[config.mk]
export PLATFORM = sky130hd
export DESIGN_NAME = pid_position_controller
export DESIGN_NICKNAME = d
export VERILOG_FILES = /design/src/hdl/pidpc_pkg.sv /design/src/hdl/pid_position_controller.sv /design/src/hdl/pidpc_seq.sv /design/src/hdl/pidpc_dp.sv
export SDC_FILE = /design/constraint.sdc
export NUM_CORES = 2
export LEC_CHECK = 0
export ABC_AREA = 1
export BUFFER_PORTS_ARGS = -buffer_cell sky130_fd_sc_hd__buf_2
export CAP_MARGIN = 20
export CORE_UTILIZATION = 60
export DETAILED_ROUTE_END_ITERATION = 12
export PLACE_DENSITY = 0.77
export SKIP_CTS_REPAIR_TIMING = 1
export SLEW_MARGIN = 5
export SYNTH_ARGS = -nofsm -noshare
export SYNTH_HDL_FRONTEND = slang
export SYNTH_SLANG_ARGS = --single-unit
export TNS_END_PERCENT = 10
[constraint.sdc]
create_clock -name clk_i -period 7.83 [get_ports clk_i]
set_clock_uncertainty 0.05 [all_clocks]
set_input_delay 1.566 -clock clk_i [delete_from_list [all_inputs] [get_ports clk_i]]
set_output_delay 1.566 -clock clk_i [all_outputs]
set_load 0.01 [all_outputs]
[src/hdl/pidpc_pkg.sv]
// Shared types and constants for the PID position controller.
package pidpc_pkg;

  localparam int unsigned PC_W   = 4;
  localparam int unsigned IDX_W  = 3;
  localparam int unsigned CFG_W  = 16;

  typedef enum logic [2:0] {
    REG_PROP_GAIN  = 3'd0,
    REG_DERIV_GAIN = 3'd1,
    REG_INTEG_GAIN = 3'd2,
    REG_INT_ZONE   = 3'd3,
    REG_INT_LIMIT  = 3'd4,
    REG_OUT_SCALE  = 3'd5,
    REG_OUT_OFFSET = 3'd6
  } reg_idx_e;

  localparam logic [15:0]        RST_PROP_GAIN  = 16'd3584;
  localparam logic [15:0]        RST_DERIV_GAIN = 16'd15360;
  localparam logic [15:0]        RST_INTEG_GAIN = 16'd256;
  localparam logic [14:0]        RST_INT_ZONE   = 15'd100;
  localparam logic [14:0]        RST_INT_LIMIT  = 15'd2000;
  localparam logic signed [15:0] RST_OUT_SCALE  = -16'sd4951;
  localparam logic signed [7:0]  RST_OUT_OFFSET = 8'sd10;

  localparam logic signed [29:0] DRIVE_MAX = 30'sd127;
  localparam logic signed [29:0] DRIVE_MIN = -30'sd127;
  localparam logic [16:0]        SMALL_ERR = 17'd2;

  typedef enum logic [2:0] {
    DP_NONE,
    DP_LOAD_E,
    DP_DERIV,
    DP_CLAMP,
    DP_OUTPUT
  } dp_op_e;

  typedef enum logic [2:0] {
    MUL_NONE,
    MUL_KP_E,
    MUL_KD_D,
    MUL_KI_I,
    MUL_T_SCALE
  } mul_sel_e;

  typedef enum logic [1:0] {
    ACC_NONE,
    ACC_LOAD,
    ACC_ADD
  } acc_op_e;

  typedef enum logic [1:0] {
    JMP_NEXT,
    JMP_WAIT_IN,
    JMP_WAIT_OUT
  } jmp_e;

  typedef struct packed {
    dp_op_e            dp;
    mul_sel_e          mul;
    acc_op_e           acc;
    jmp_e              jmp;
    logic [PC_W-1:0]   target;
  } uword_t;

  typedef struct packed {
    logic     fire;
    dp_op_e   dp;
    mul_sel_e mul;
    acc_op_e  acc;
  } dp_ctrl_t;

  typedef struct packed {
    logic [15:0]        prop_gain;
    logic [15:0]        deriv_gain;
    logic [15:0]        integ_gain;
    logic [14:0]        integral_zone;
    logic [14:0]        integral_limit;
    logic signed [15:0] output_scale;
    logic signed [7:0]  output_offset;
  } cfg_t;

endpackage

[src/hdl/pid_position_controller.sv]
// Top level: PID position controller with integral zone, register file and stream ports.
// Each input transaction runs the 9-step microcode program on one shared 28x17 multiplier
// to a result in the output register; a new transaction is taken only after that, and a
// full output register stalls the last step.
// Reset: asynchronous active low; clears step counter, error history, integral,
// output valid and loads the register defaults.
module pid_position_controller (
  input  logic        clk_i,
  input  logic        rst_ni,
  input  logic        s_axis_tvalid_i,
  output logic        s_axis_tready_o,
  input  logic [31:0] s_axis_tdata_i,   // [15:0] measured_position, [31:16] target_position
  output logic        m_axis_tvalid_o,
  input  logic        m_axis_tready_i,
  output logic [7:0]  m_axis_tdata_o,   // [7:0] drive_power
  input  logic        cfg_we_i,
  input  logic [2:0]  cfg_idx_i,
  input  logic [15:0] cfg_wdata_i
);

  pidpc_pkg::cfg_t     cfg_q;
  pidpc_pkg::dp_ctrl_t ctrl;
  logic                out_busy;
  logic signed [7:0]   drive_power;

  always_ff @(posedge clk_i or negedge rst_ni) begin
    if (!rst_ni) begin
      cfg_q.prop_gain      <= pidpc_pkg::RST_PROP_GAIN;
      cfg_q.deriv_gain     <= pidpc_pkg::RST_DERIV_GAIN;
      cfg_q.integ_gain     <= pidpc_pkg::RST_INTEG_GAIN;
      cfg_q.integral_zone  <= pidpc_pkg::RST_INT_ZONE;
      cfg_q.integral_limit <= pidpc_pkg::RST_INT_LIMIT;
      cfg_q.output_scale   <= pidpc_pkg::RST_OUT_SCALE;
      cfg_q.output_offset  <= pidpc_pkg::RST_OUT_OFFSET;
    end else if (cfg_we_i) begin
      unique case (cfg_idx_i)
        pidpc_pkg::REG_PROP_GAIN:  cfg_q.prop_gain      <= cfg_wdata_i;
        pidpc_pkg::REG_DERIV_GAIN: cfg_q.deriv_gain     <= cfg_wdata_i;
        pidpc_pkg::REG_INTEG_GAIN: cfg_q.integ_gain     <= cfg_wdata_i;
        pidpc_pkg::REG_INT_ZONE:   cfg_q.integral_zone  <= cfg_wdata_i[14:0];
        pidpc_pkg::REG_INT_LIMIT:  cfg_q.integral_limit <= cfg_wdata_i[14:0];
        pidpc_pkg::REG_OUT_SCALE:  cfg_q.output_scale   <= $signed(cfg_wdata_i);
        pidpc_pkg::REG_OUT_OFFSET: cfg_q.output_offset  <= $signed(cfg_wdata_i[7:0]);
        default: ;
      endcase
    end
  end

  pidpc_seq u_seq (
    .clk_i      (clk_i),
    .rst_ni     (rst_ni),
    .in_valid_i (s_axis_tvalid_i),
    .out_busy_i (out_busy),
    .in_ready_o (s_axis_tready_o),
    .ctrl_o     (ctrl)
  );

  pidpc_dp u_dp (
    .clk_i               (clk_i),
    .rst_ni              (rst_ni),
    .ctrl_i              (ctrl),
    .cfg_i               (cfg_q),
    .measured_position_i ($signed(s_axis_tdata_i[15:0])),
    .target_position_i   ($signed(s_axis_tdata_i[31:16])),
    .out_ready_i         (m_axis_tready_i),
    .out_busy_o          (out_busy),
    .out_valid_o         (m_axis_tvalid_o),
    .drive_power_o       (drive_power)
  );

  assign m_axis_tdata_o = drive_power;

endmodule

[src/hdl/pidpc_seq.sv]
// Microcode sequencer: step counter, control ROM and conditional jumps.
module pidpc_seq (
  input  logic                clk_i,
  input  logic                rst_ni,
  input  logic                in_valid_i,
  input  logic                out_busy_i,
  output logic                in_ready_o,
  output pidpc_pkg::dp_ctrl_t ctrl_o
);

  logic [pidpc_pkg::PC_W-1:0] pc_q, pc_d;
  pidpc_pkg::uword_t          uw;
  logic                       stall;

  function automatic pidpc_pkg::uword_t rom(input logic [pidpc_pkg::PC_W-1:0] a);
    pidpc_pkg::uword_t w;
    w = '{pidpc_pkg::DP_NONE, pidpc_pkg::MUL_NONE, pidpc_pkg::ACC_NONE,
          pidpc_pkg::JMP_NEXT, 4'd0};
    unique case (a)
      4'd0: w = '{pidpc_pkg::DP_LOAD_E, pidpc_pkg::MUL_NONE, pidpc_pkg::ACC_NONE,
                  pidpc_pkg::JMP_WAIT_IN, 4'd0};
      4'd1: w = '{pidpc_pkg::DP_DERIV, pidpc_pkg::MUL_NONE, pidpc_pkg::ACC_NONE,
                  pidpc_pkg::JMP_NEXT, 4'd0};
      4'd2: w = '{pidpc_pkg::DP_CLAMP, pidpc_pkg::MUL_NONE, pidpc_pkg::ACC_NONE,
                  pidpc_pkg::JMP_NEXT, 4'd0};
      4'd3: w = '{pidpc_pkg::DP_NONE, pidpc_pkg::MUL_KP_E, pidpc_pkg::ACC_NONE,
                  pidpc_pkg::JMP_NEXT, 4'd0};
      4'd4: w = '{pidpc_pkg::DP_NONE, pidpc_pkg::MUL_KD_D, pidpc_pkg::ACC_LOAD,
                  pidpc_pkg::JMP_NEXT, 4'd0};
      4'd5: w = '{pidpc_pkg::DP_NONE, pidpc_pkg::MUL_KI_I, pidpc_pkg::ACC_ADD,
                  pidpc_pkg::JMP_NEXT, 4'd0};
      4'd6: w = '{pidpc_pkg::DP_NONE, pidpc_pkg::MUL_NONE, pidpc_pkg::ACC_ADD,
                  pidpc_pkg::JMP_NEXT, 4'd0};
      4'd7: w = '{pidpc_pkg::DP_NONE, pidpc_pkg::MUL_T_SCALE, pidpc_pkg::ACC_NONE,
                  pidpc_pkg::JMP_NEXT, 4'd0};
      4'd8: w = '{pidpc_pkg::DP_OUTPUT, pidpc_pkg::MUL_NONE, pidpc_pkg::ACC_NONE,
                  pidpc_pkg::JMP_WAIT_OUT, 4'd0};
      default: w = '{pidpc_pkg::DP_NONE, pidpc_pkg::MUL_NONE, pidpc_pkg::ACC_NONE,
                     pidpc_pkg::JMP_WAIT_OUT, 4'd0};
    endcase
    return w;
  endfunction

  always_comb begin
    uw         = rom(pc_q);
    in_ready_o = (uw.jmp == pidpc_pkg::JMP_WAIT_IN);
    stall      = ((uw.jmp == pidpc_pkg::JMP_WAIT_IN) && !in_valid_i) ||
                 ((uw.jmp == pidpc_pkg::JMP_WAIT_OUT) && out_busy_i);
    ctrl_o.fire = !stall;
    ctrl_o.dp   = uw.dp;
    ctrl_o.mul  = uw.mul;
    ctrl_o.acc  = uw.acc;
    pc_d = pc_q;
    if (!stall) begin
      unique case (uw.jmp)
        pidpc_pkg::JMP_WAIT_OUT: pc_d = uw.target;
        pidpc_pkg::JMP_NEXT,
        pidpc_pkg::JMP_WAIT_IN:  pc_d = pc_q + 4'd1;
        default:                 pc_d = uw.target;
      endcase
    end
  end

  always_ff @(posedge clk_i or negedge rst_ni) begin
    if (!rst_ni) begin
      pc_q <= '0;
    end else begin
      pc_q <= pc_d;
    end
  end

endmodule

[src/hdl/pidpc_dp.sv]
// Datapath: error terms, integral clamp, shared multiplier, accumulator, output stage.
module pidpc_dp (
  input  logic                clk_i,
  input  logic                rst_ni,
  input  pidpc_pkg::dp_ctrl_t ctrl_i,
  input  pidpc_pkg::cfg_t     cfg_i,
  input  logic signed [15:0]  measured_position_i,
  input  logic signed [15:0]  target_position_i,
  input  logic                out_ready_i,
  output logic                out_busy_o,
  output logic                out_valid_o,
  output logic signed [7:0]   drive_power_o
);

  logic signed [16:0] e_q, e_d, prev_q;
  logic signed [17:0] d_q, d_d;
  logic signed [17:0] integ_q, integ_d;
  logic signed [15:0] accum_q;
  logic signed [35:0] acc_q, acc_d;
  logic signed [44:0] mul_q;
  logic signed [27:0] mul_a;
  logic signed [16:0] mul_b;
  logic               out_valid_q;
  logic signed [7:0]  out_data_q, out_data_d;

  logic        [16:0] abs_e;
  logic               in_zone;
  logic signed [17:0] lim;
  logic signed [28:0] q_trunc;
  logic signed [29:0] q_sum;
  logic               load_out;

  always_comb begin
    abs_e   = e_q[16] ? (~e_q + 17'sd1) : e_q;
    in_zone = (abs_e < {2'b00, cfg_i.integral_zone}) && (abs_e > pidpc_pkg::SMALL_ERR);
    lim     = $signed({3'b000, cfg_i.integral_limit});

    e_d = $signed({target_position_i[15], target_position_i}) -
          $signed({measured_position_i[15], measured_position_i});

    d_d = (e_q == 17'sd0) ? 18'sd0 : ({e_q[16], e_q} - {prev_q[16], prev_q});

    integ_d = integ_q;
    if (ctrl_i.dp == pidpc_pkg::DP_DERIV) begin
      integ_d = in_zone ? ({{2{accum_q[15]}}, accum_q} + {e_q[16], e_q}) : 18'sd0;
    end else begin
      priority if (integ_q > lim) begin
        integ_d = lim;
      end else if (integ_q < -lim) begin
        integ_d = -lim;
      end else begin
        integ_d = integ_q;
      end
    end

    unique case (ctrl_i.mul)
      pidpc_pkg::MUL_KP_E: begin
        mul_a = {{11{e_q[16]}}, e_q};
        mul_b = $signed({1'b0, cfg_i.prop_gain});
      end
      pidpc_pkg::MUL_KD_D: begin
        mul_a = {{10{d_q[17]}}, d_q};
        mul_b = $signed({1'b0, cfg_i.deriv_gain});
      end
      pidpc_pkg::MUL_KI_I: begin
        mul_a = {{10{integ_q[17]}}, integ_q};
        mul_b = $signed({1'b0, cfg_i.integ_gain});
      end
      pidpc_pkg::MUL_T_SCALE: begin
        mul_a = acc_q[35:8];
        mul_b = {cfg_i.output_scale[15], cfg_i.output_scale};
      end
      default: begin
        mul_a = '0;
        mul_b = '0;
      end
    endcase

    unique case (ctrl_i.acc)
      pidpc_pkg::ACC_LOAD: acc_d = mul_q[35:0];
      pidpc_pkg::ACC_ADD:  acc_d = acc_q + mul_q[35:0];
      default:             acc_d = acc_q;
    endcase

    // truncate toward zero: floor shift, then bump negatives with a remainder
    q_trunc = mul_q[44:16];
    if (mul_q[44] && (mul_q[15:0] != 16'd0)) begin
      q_trunc = q_trunc + 29'sd1;
    end
    q_sum = {q_trunc[28], q_trunc} +
            {{22{cfg_i.output_offset[7]}}, cfg_i.output_offset};
    priority if (q_sum > pidpc_pkg::DRIVE_MAX) begin
      out_data_d = 8'sd127;
    end else if (q_sum < pidpc_pkg::DRIVE_MIN) begin
      out_data_d = -8'sd127;
    end else begin
      out_data_d = q_sum[7:0];
    end

    load_out   = ctrl_i.fire && (ctrl_i.dp == pidpc_pkg::DP_OUTPUT);
    out_busy_o = out_valid_q && !out_ready_i;
  end

  always_ff @(posedge clk_i) begin
    if (ctrl_i.fire) begin
      if (ctrl_i.dp == pidpc_pkg::DP_LOAD_E) begin
        e_q <= e_d;
      end
      if (ctrl_i.dp == pidpc_pkg::DP_DERIV) begin
        d_q <= d_d;
      end
      if ((ctrl_i.dp == pidpc_pkg::DP_DERIV) || (ctrl_i.dp == pidpc_pkg::DP_CLAMP)) begin
        integ_q <= integ_d;
      end
      if (ctrl_i.mul != pidpc_pkg::MUL_NONE) begin
        mul_q <= mul_a * mul_b;
      end
      acc_q <= acc_d;
    end
    if (load_out) begin
      out_data_q <= out_data_d;
    end
  end

  always_ff @(posedge clk_i or negedge rst_ni) begin
    if (!rst_ni) begin
      prev_q      <= '0;
      accum_q     <= '0;
      out_valid_q <= 1'b0;
    end else begin
      if (ctrl_i.fire && (ctrl_i.dp == pidpc_pkg::DP_CLAMP)) begin
        prev_q  <= e_q;
        accum_q <= integ_d[15:0];
      end
      if (load_out) begin
        out_valid_q <= 1'b1;
      end else if (out_ready_i) begin
        out_valid_q <= 1'b0;
      end
    end
  end

  assign out_valid_o   = out_valid_q;
  assign drive_power_o = out_data_q;

endmodule

==> flow_summary.rst <==
.. list-table::
   :header-rows: 1

   * - Metric
     - Value
   * - Outcome
     - completed
   * - Final critical delay including setup and external delays
     - about 7.7 ns
   * - # DRC
     - 0
   * - Top_reg_cell synth
     - sky130_fd_sc_hd__edfxtp_1
   * - Boundary Pins
     - 66
   * - Worst Hold Depth
     - 2
   * - N_diodes
     - 0
   * - Number of maximum-capacitance violations
     - 0
   * - Routed Antenna Nets
     - 0
   * - Syn nets
     - around 5800
   * - Most frequent cell after synthesis
     - sky130_fd_sc_hd__nand2_1
   * - GPL Wtd Cong
     - ~1.1
   * - Setup ws final
     - 0.170 ns
   * - Number of enable flip-flop cells after synthesis
     - 142
   * - Reg clk slew, reported paths
     - 0.07 ns
   * - Type of the setup path with the least slack
     - flop to flop
   * - Critical Path Most Common Cell
     - sky130_fd_sc_hd__fa_1
   * - Data required time of the worst path
     - around 8 ns
   * - Worst Path Max Fanout
     - 9
   * - Htree depth
     - 1
   * - Share of flip-flops with an asynchronous set or reset
     - 49.6%
   * - Count of yosys warnings during synthesis
     - 0
   * - Detailed Routing Iterations Pass 1
     - 7
   * - End of the worst hold path
     - cfg_q[100]$_DFFE_PN0P_
   * - Reg-to-reg critical path endpoint
     - u_dp.mul_q[41]$_DFFE_PP_
   * - Measured slew at the worst slew-check pin
     - 1.07 ns
   * - Critical register-to-register path startpoint
     - u_seq.pc_q[0]$_DFFE_PN0P_
   * - Pins Over Slew Limit
     - 0
   * - Final global-route overflow total
     - 0
   * - Max Clk Rate
     - 131 MHz
   * - Peak per-stage delay on the critical path
     - 0.55 ns
   * - Number of cells after detailed placement
     - 5965
   * - # setup viols final
     - 0
   * - Number of library cell types mapped by synthesis
     - 56
   * - # rows
     - 92
   * - Total global routing track utilization
     - between 30% and 40%
   * - Dominant cell type by area after synthesis
     - sky130_fd_sc_hd__fa_1
   * - Final Cycle Share
     - 97.8%
   * - Post-Route WL
     - approximately 120000 µm
   * - Vias after detailed routing
     - 34100
   * - Filler Cell Count
     - 5522
   * - Slowest cell on crit path
     - sky130_fd_sc_hd__fa_1
   * - Flops & latches, synth
     - between 200 and 300
   * - Ratio of cells with drive above 1 in the final layout
     - 8.08%
   * - Post-detailed-route wirelength per cell
     - 19.4 µm
   * - FF-to-FF path depth
     - 30
   * - Final Hold Slack
     - 0.434 ns
   * - Synthesized area divided by synthesized cell count
     - 7.59 µm²
   * - Clk sink count
     - 282
   * - Storage element area
     - 7800 µm²
   * - Part of the Yosys area used for sequential elements
     - around a fifth
   * - Mean number of vias per cell
     - 5.65
   * - Global-route wire length before repair
     - 180000 µm
   * - Post-synth top cells
     - sky130_fd_sc_hd__nand2_1, sky130_fd_sc_hd__inv_1, sky130_fd_sc_hd__nor2_1
   * - Layout overhead on the synthesized area
     - 9.55%
   * - Final HPWL from detailed placement
     - 96400 µm
   * - Die W
     - 254 µm
   * - Placement Setup Slack
     - -0.0317 ns
   * - CTS tree
     - built
   * - Layout net count
     - 5959
   * - Worst path buffer plus inverter count
     - 8
   * - Maximum number of pins on one net before global-route repair
     - 86
   * - Clock root buffer
     - sky130_fd_sc_hd__clkbuf_16
   * - Relative slew slack
     - 28.5%
   * - R2R setup slack
     - about 0.17 ns
   * - Ranking of synthesized cells by area
     - sky130_fd_sc_hd__fa_1, sky130_fd_sc_hd__nand2_1, sky130_fd_sc_hd__edfxtp_1
   * - Area fraction of the dominant cell type after synthesis
     - 24.4%
   * - Number of DRC violations after detailed-routing iteration 0
     - 3845
   * - Worst min-delay path category
     - flop to flop
   * - Placeable core area
     - 63000 µm²
   * - Final std cells w/o fill
     - 6031
   * - Multi-input gate area in the final layout
     - 26500 µm²
   * - CP Capture Type
     - flop
   * - Worst Path Arrival
     - around 8.0 ns
   * - Die area
     - 64600 µm²
   * - Start point of the worst hold path
     - cfg_q[100]$_DFFE_PN0P_
   * - Longest Clk Path Bufs
     - 3
   * - Crit path launch type
     - flop
   * - Effective utilization at floorplan
     - 60.6%
   * - Clock insertion delay at the later pin of the skew report
     - 0.59 ns
   * - Cells after Synth
     - 5027
   * - Post-Syn Area
     - 38200 µm²
   * - Number of buffer cells added on primary ports
     - 65
   * - Endpoints failing hold
     - 0
   * - Initial antenna violation count
     - 3
   * - Number of global-route vias before repair
     - 32100
   * - RSZ-0062 raised after global routing
     - true
   * - Total CTS buffers
     - 30
   * - Die Y
     - around 250 µm
   * - Kind of cell with the highest combined delay on the critical path
     - adder cells
==> layout make-up <==
cell class / instances / share of cell area, %
sequential: 282 / 18.7
multi-input combinational: 3652 / 63.4
clock buffer: 43 / 2.13
clock inverter: 13 / 0.245
timing repair buffer: 209 / 4.02
inverter: 986 / 8.98
tap: 846 / 2.53
==> sequential cells by signal (all words and copies together), names as in the netlist <==
signal,count
cfg_q,102
u_dp.acc_q,36
u_dp.accum_q,16
u_dp.d_q,18
u_dp.drive_power_o,8
u_dp.e_q,17
u_dp.integ_q,18
u_dp.mul_q,45
u_dp.out_valid_o,1
u_dp.prev_q,17
u_seq.pc_q,4
==> through the flow <==
step	utilization [%]	area (µm²)	TNS, ns
after floorplan	-	38200	0
after global placement	64.1	40400	-0.0156
after detailed placement	64.1	40400	-0.0396
after CTS	65.7	41400	-0.270
after global routing	66.4	41800	-0.370
final	66.4	41800	0
==> kinds of logic after synthesis <==
group	synth area share [%]
AOI/OAI and AO/OA	8.25
DFF	20.4
and+or+nand+nor	23.6
adders and majority gates	33.5
buffers and inverters	10.9
xor gates and xnor gates	3.35
==> how the worst max path moves through the flow <==
stage / startpoint / to / slack, ns / depth (start not counted)
2_1_floorplan: u_seq.pc_q[0]$_DFFE_PN0P_ / u_dp.mul_q[33]$_DFFE_PP_ / 0.78 / 32
3_3_place_gp: u_seq.pc_q[0]$_DFFE_PN0P_ / u_dp.mul_q[39]$_DFFE_PP_ / -0.02 / 30
3_5_place_dp: u_seq.pc_q[0]$_DFFE_PN0P_ / u_dp.mul_q[42]$_DFFE_PP_ / -0.03 / 30
4_1_cts: u_seq.pc_q[0]$_DFFE_PN0P_ / u_dp.mul_q[42]$_DFFE_PP_ / -0.06 / 30
5_1_grt: u_seq.pc_q[0]$_DFFE_PN0P_ / u_dp.mul_q[36]$_DFFE_PP_ / -0.09 / 33
6_report: u_seq.pc_q[0]$_DFFE_PN0P_ / u_dp.mul_q[41]$_DFFE_PP_ / 0.17 / 30
==> worst register-to-register path, delay by kind of cell (launching register included) <==
family,cells,cell delay (ns)
compound gates,3,0.50
buf+inv,8,1.02
simple gates,10,1.58
xor+xnor,1,0.10
fa+ha+maj,8,3.71
flops,1,0.42
==> routing by layer <==
metal / up-vias / GRT usage, % / part of all wire (%)
li1: 15900 / - / -
met1: 16200 / 52.8 / 41
met2: 1737 / 56.5 / 44
met3: 250 / 6.41 / 11
met4: 2 / 10.2 / 3.3
met5: - / 0 / 0.011
==> cells in the final DEF (no fill, tap or decap), types with 43 or more instances in the layout <==
| cell type | instances |
|---|---|
| sky130_fd_sc_hd__a21oi_1 | 162 |
| sky130_fd_sc_hd__buf_2 | 64 |
| sky130_fd_sc_hd__buf_4 | 120 |
| sky130_fd_sc_hd__dfrtp_1 | 111 |
| sky130_fd_sc_hd__edfxtp_1 | 142 |
| sky130_fd_sc_hd__fa_1 | 464 |
| sky130_fd_sc_hd__ha_1 | 269 |
| sky130_fd_sc_hd__inv_1 | 951 |
| sky130_fd_sc_hd__nand2_1 | 1217 |
| sky130_fd_sc_hd__nand3_1 | 188 |
| sky130_fd_sc_hd__nand4_1 | 74 |
| sky130_fd_sc_hd__nor2_1 | 565 |
| sky130_fd_sc_hd__nor3_1 | 48 |
| sky130_fd_sc_hd__o21ai_0 | 272 |
| sky130_fd_sc_hd__xnor2_1 | 43 |
| sky130_fd_sc_hd__xor2_1 | 101 |
Power is left out: the tool's default activity adds up to more than one toggle a clock period on the data nets, which glitch-free logic cannot reach.
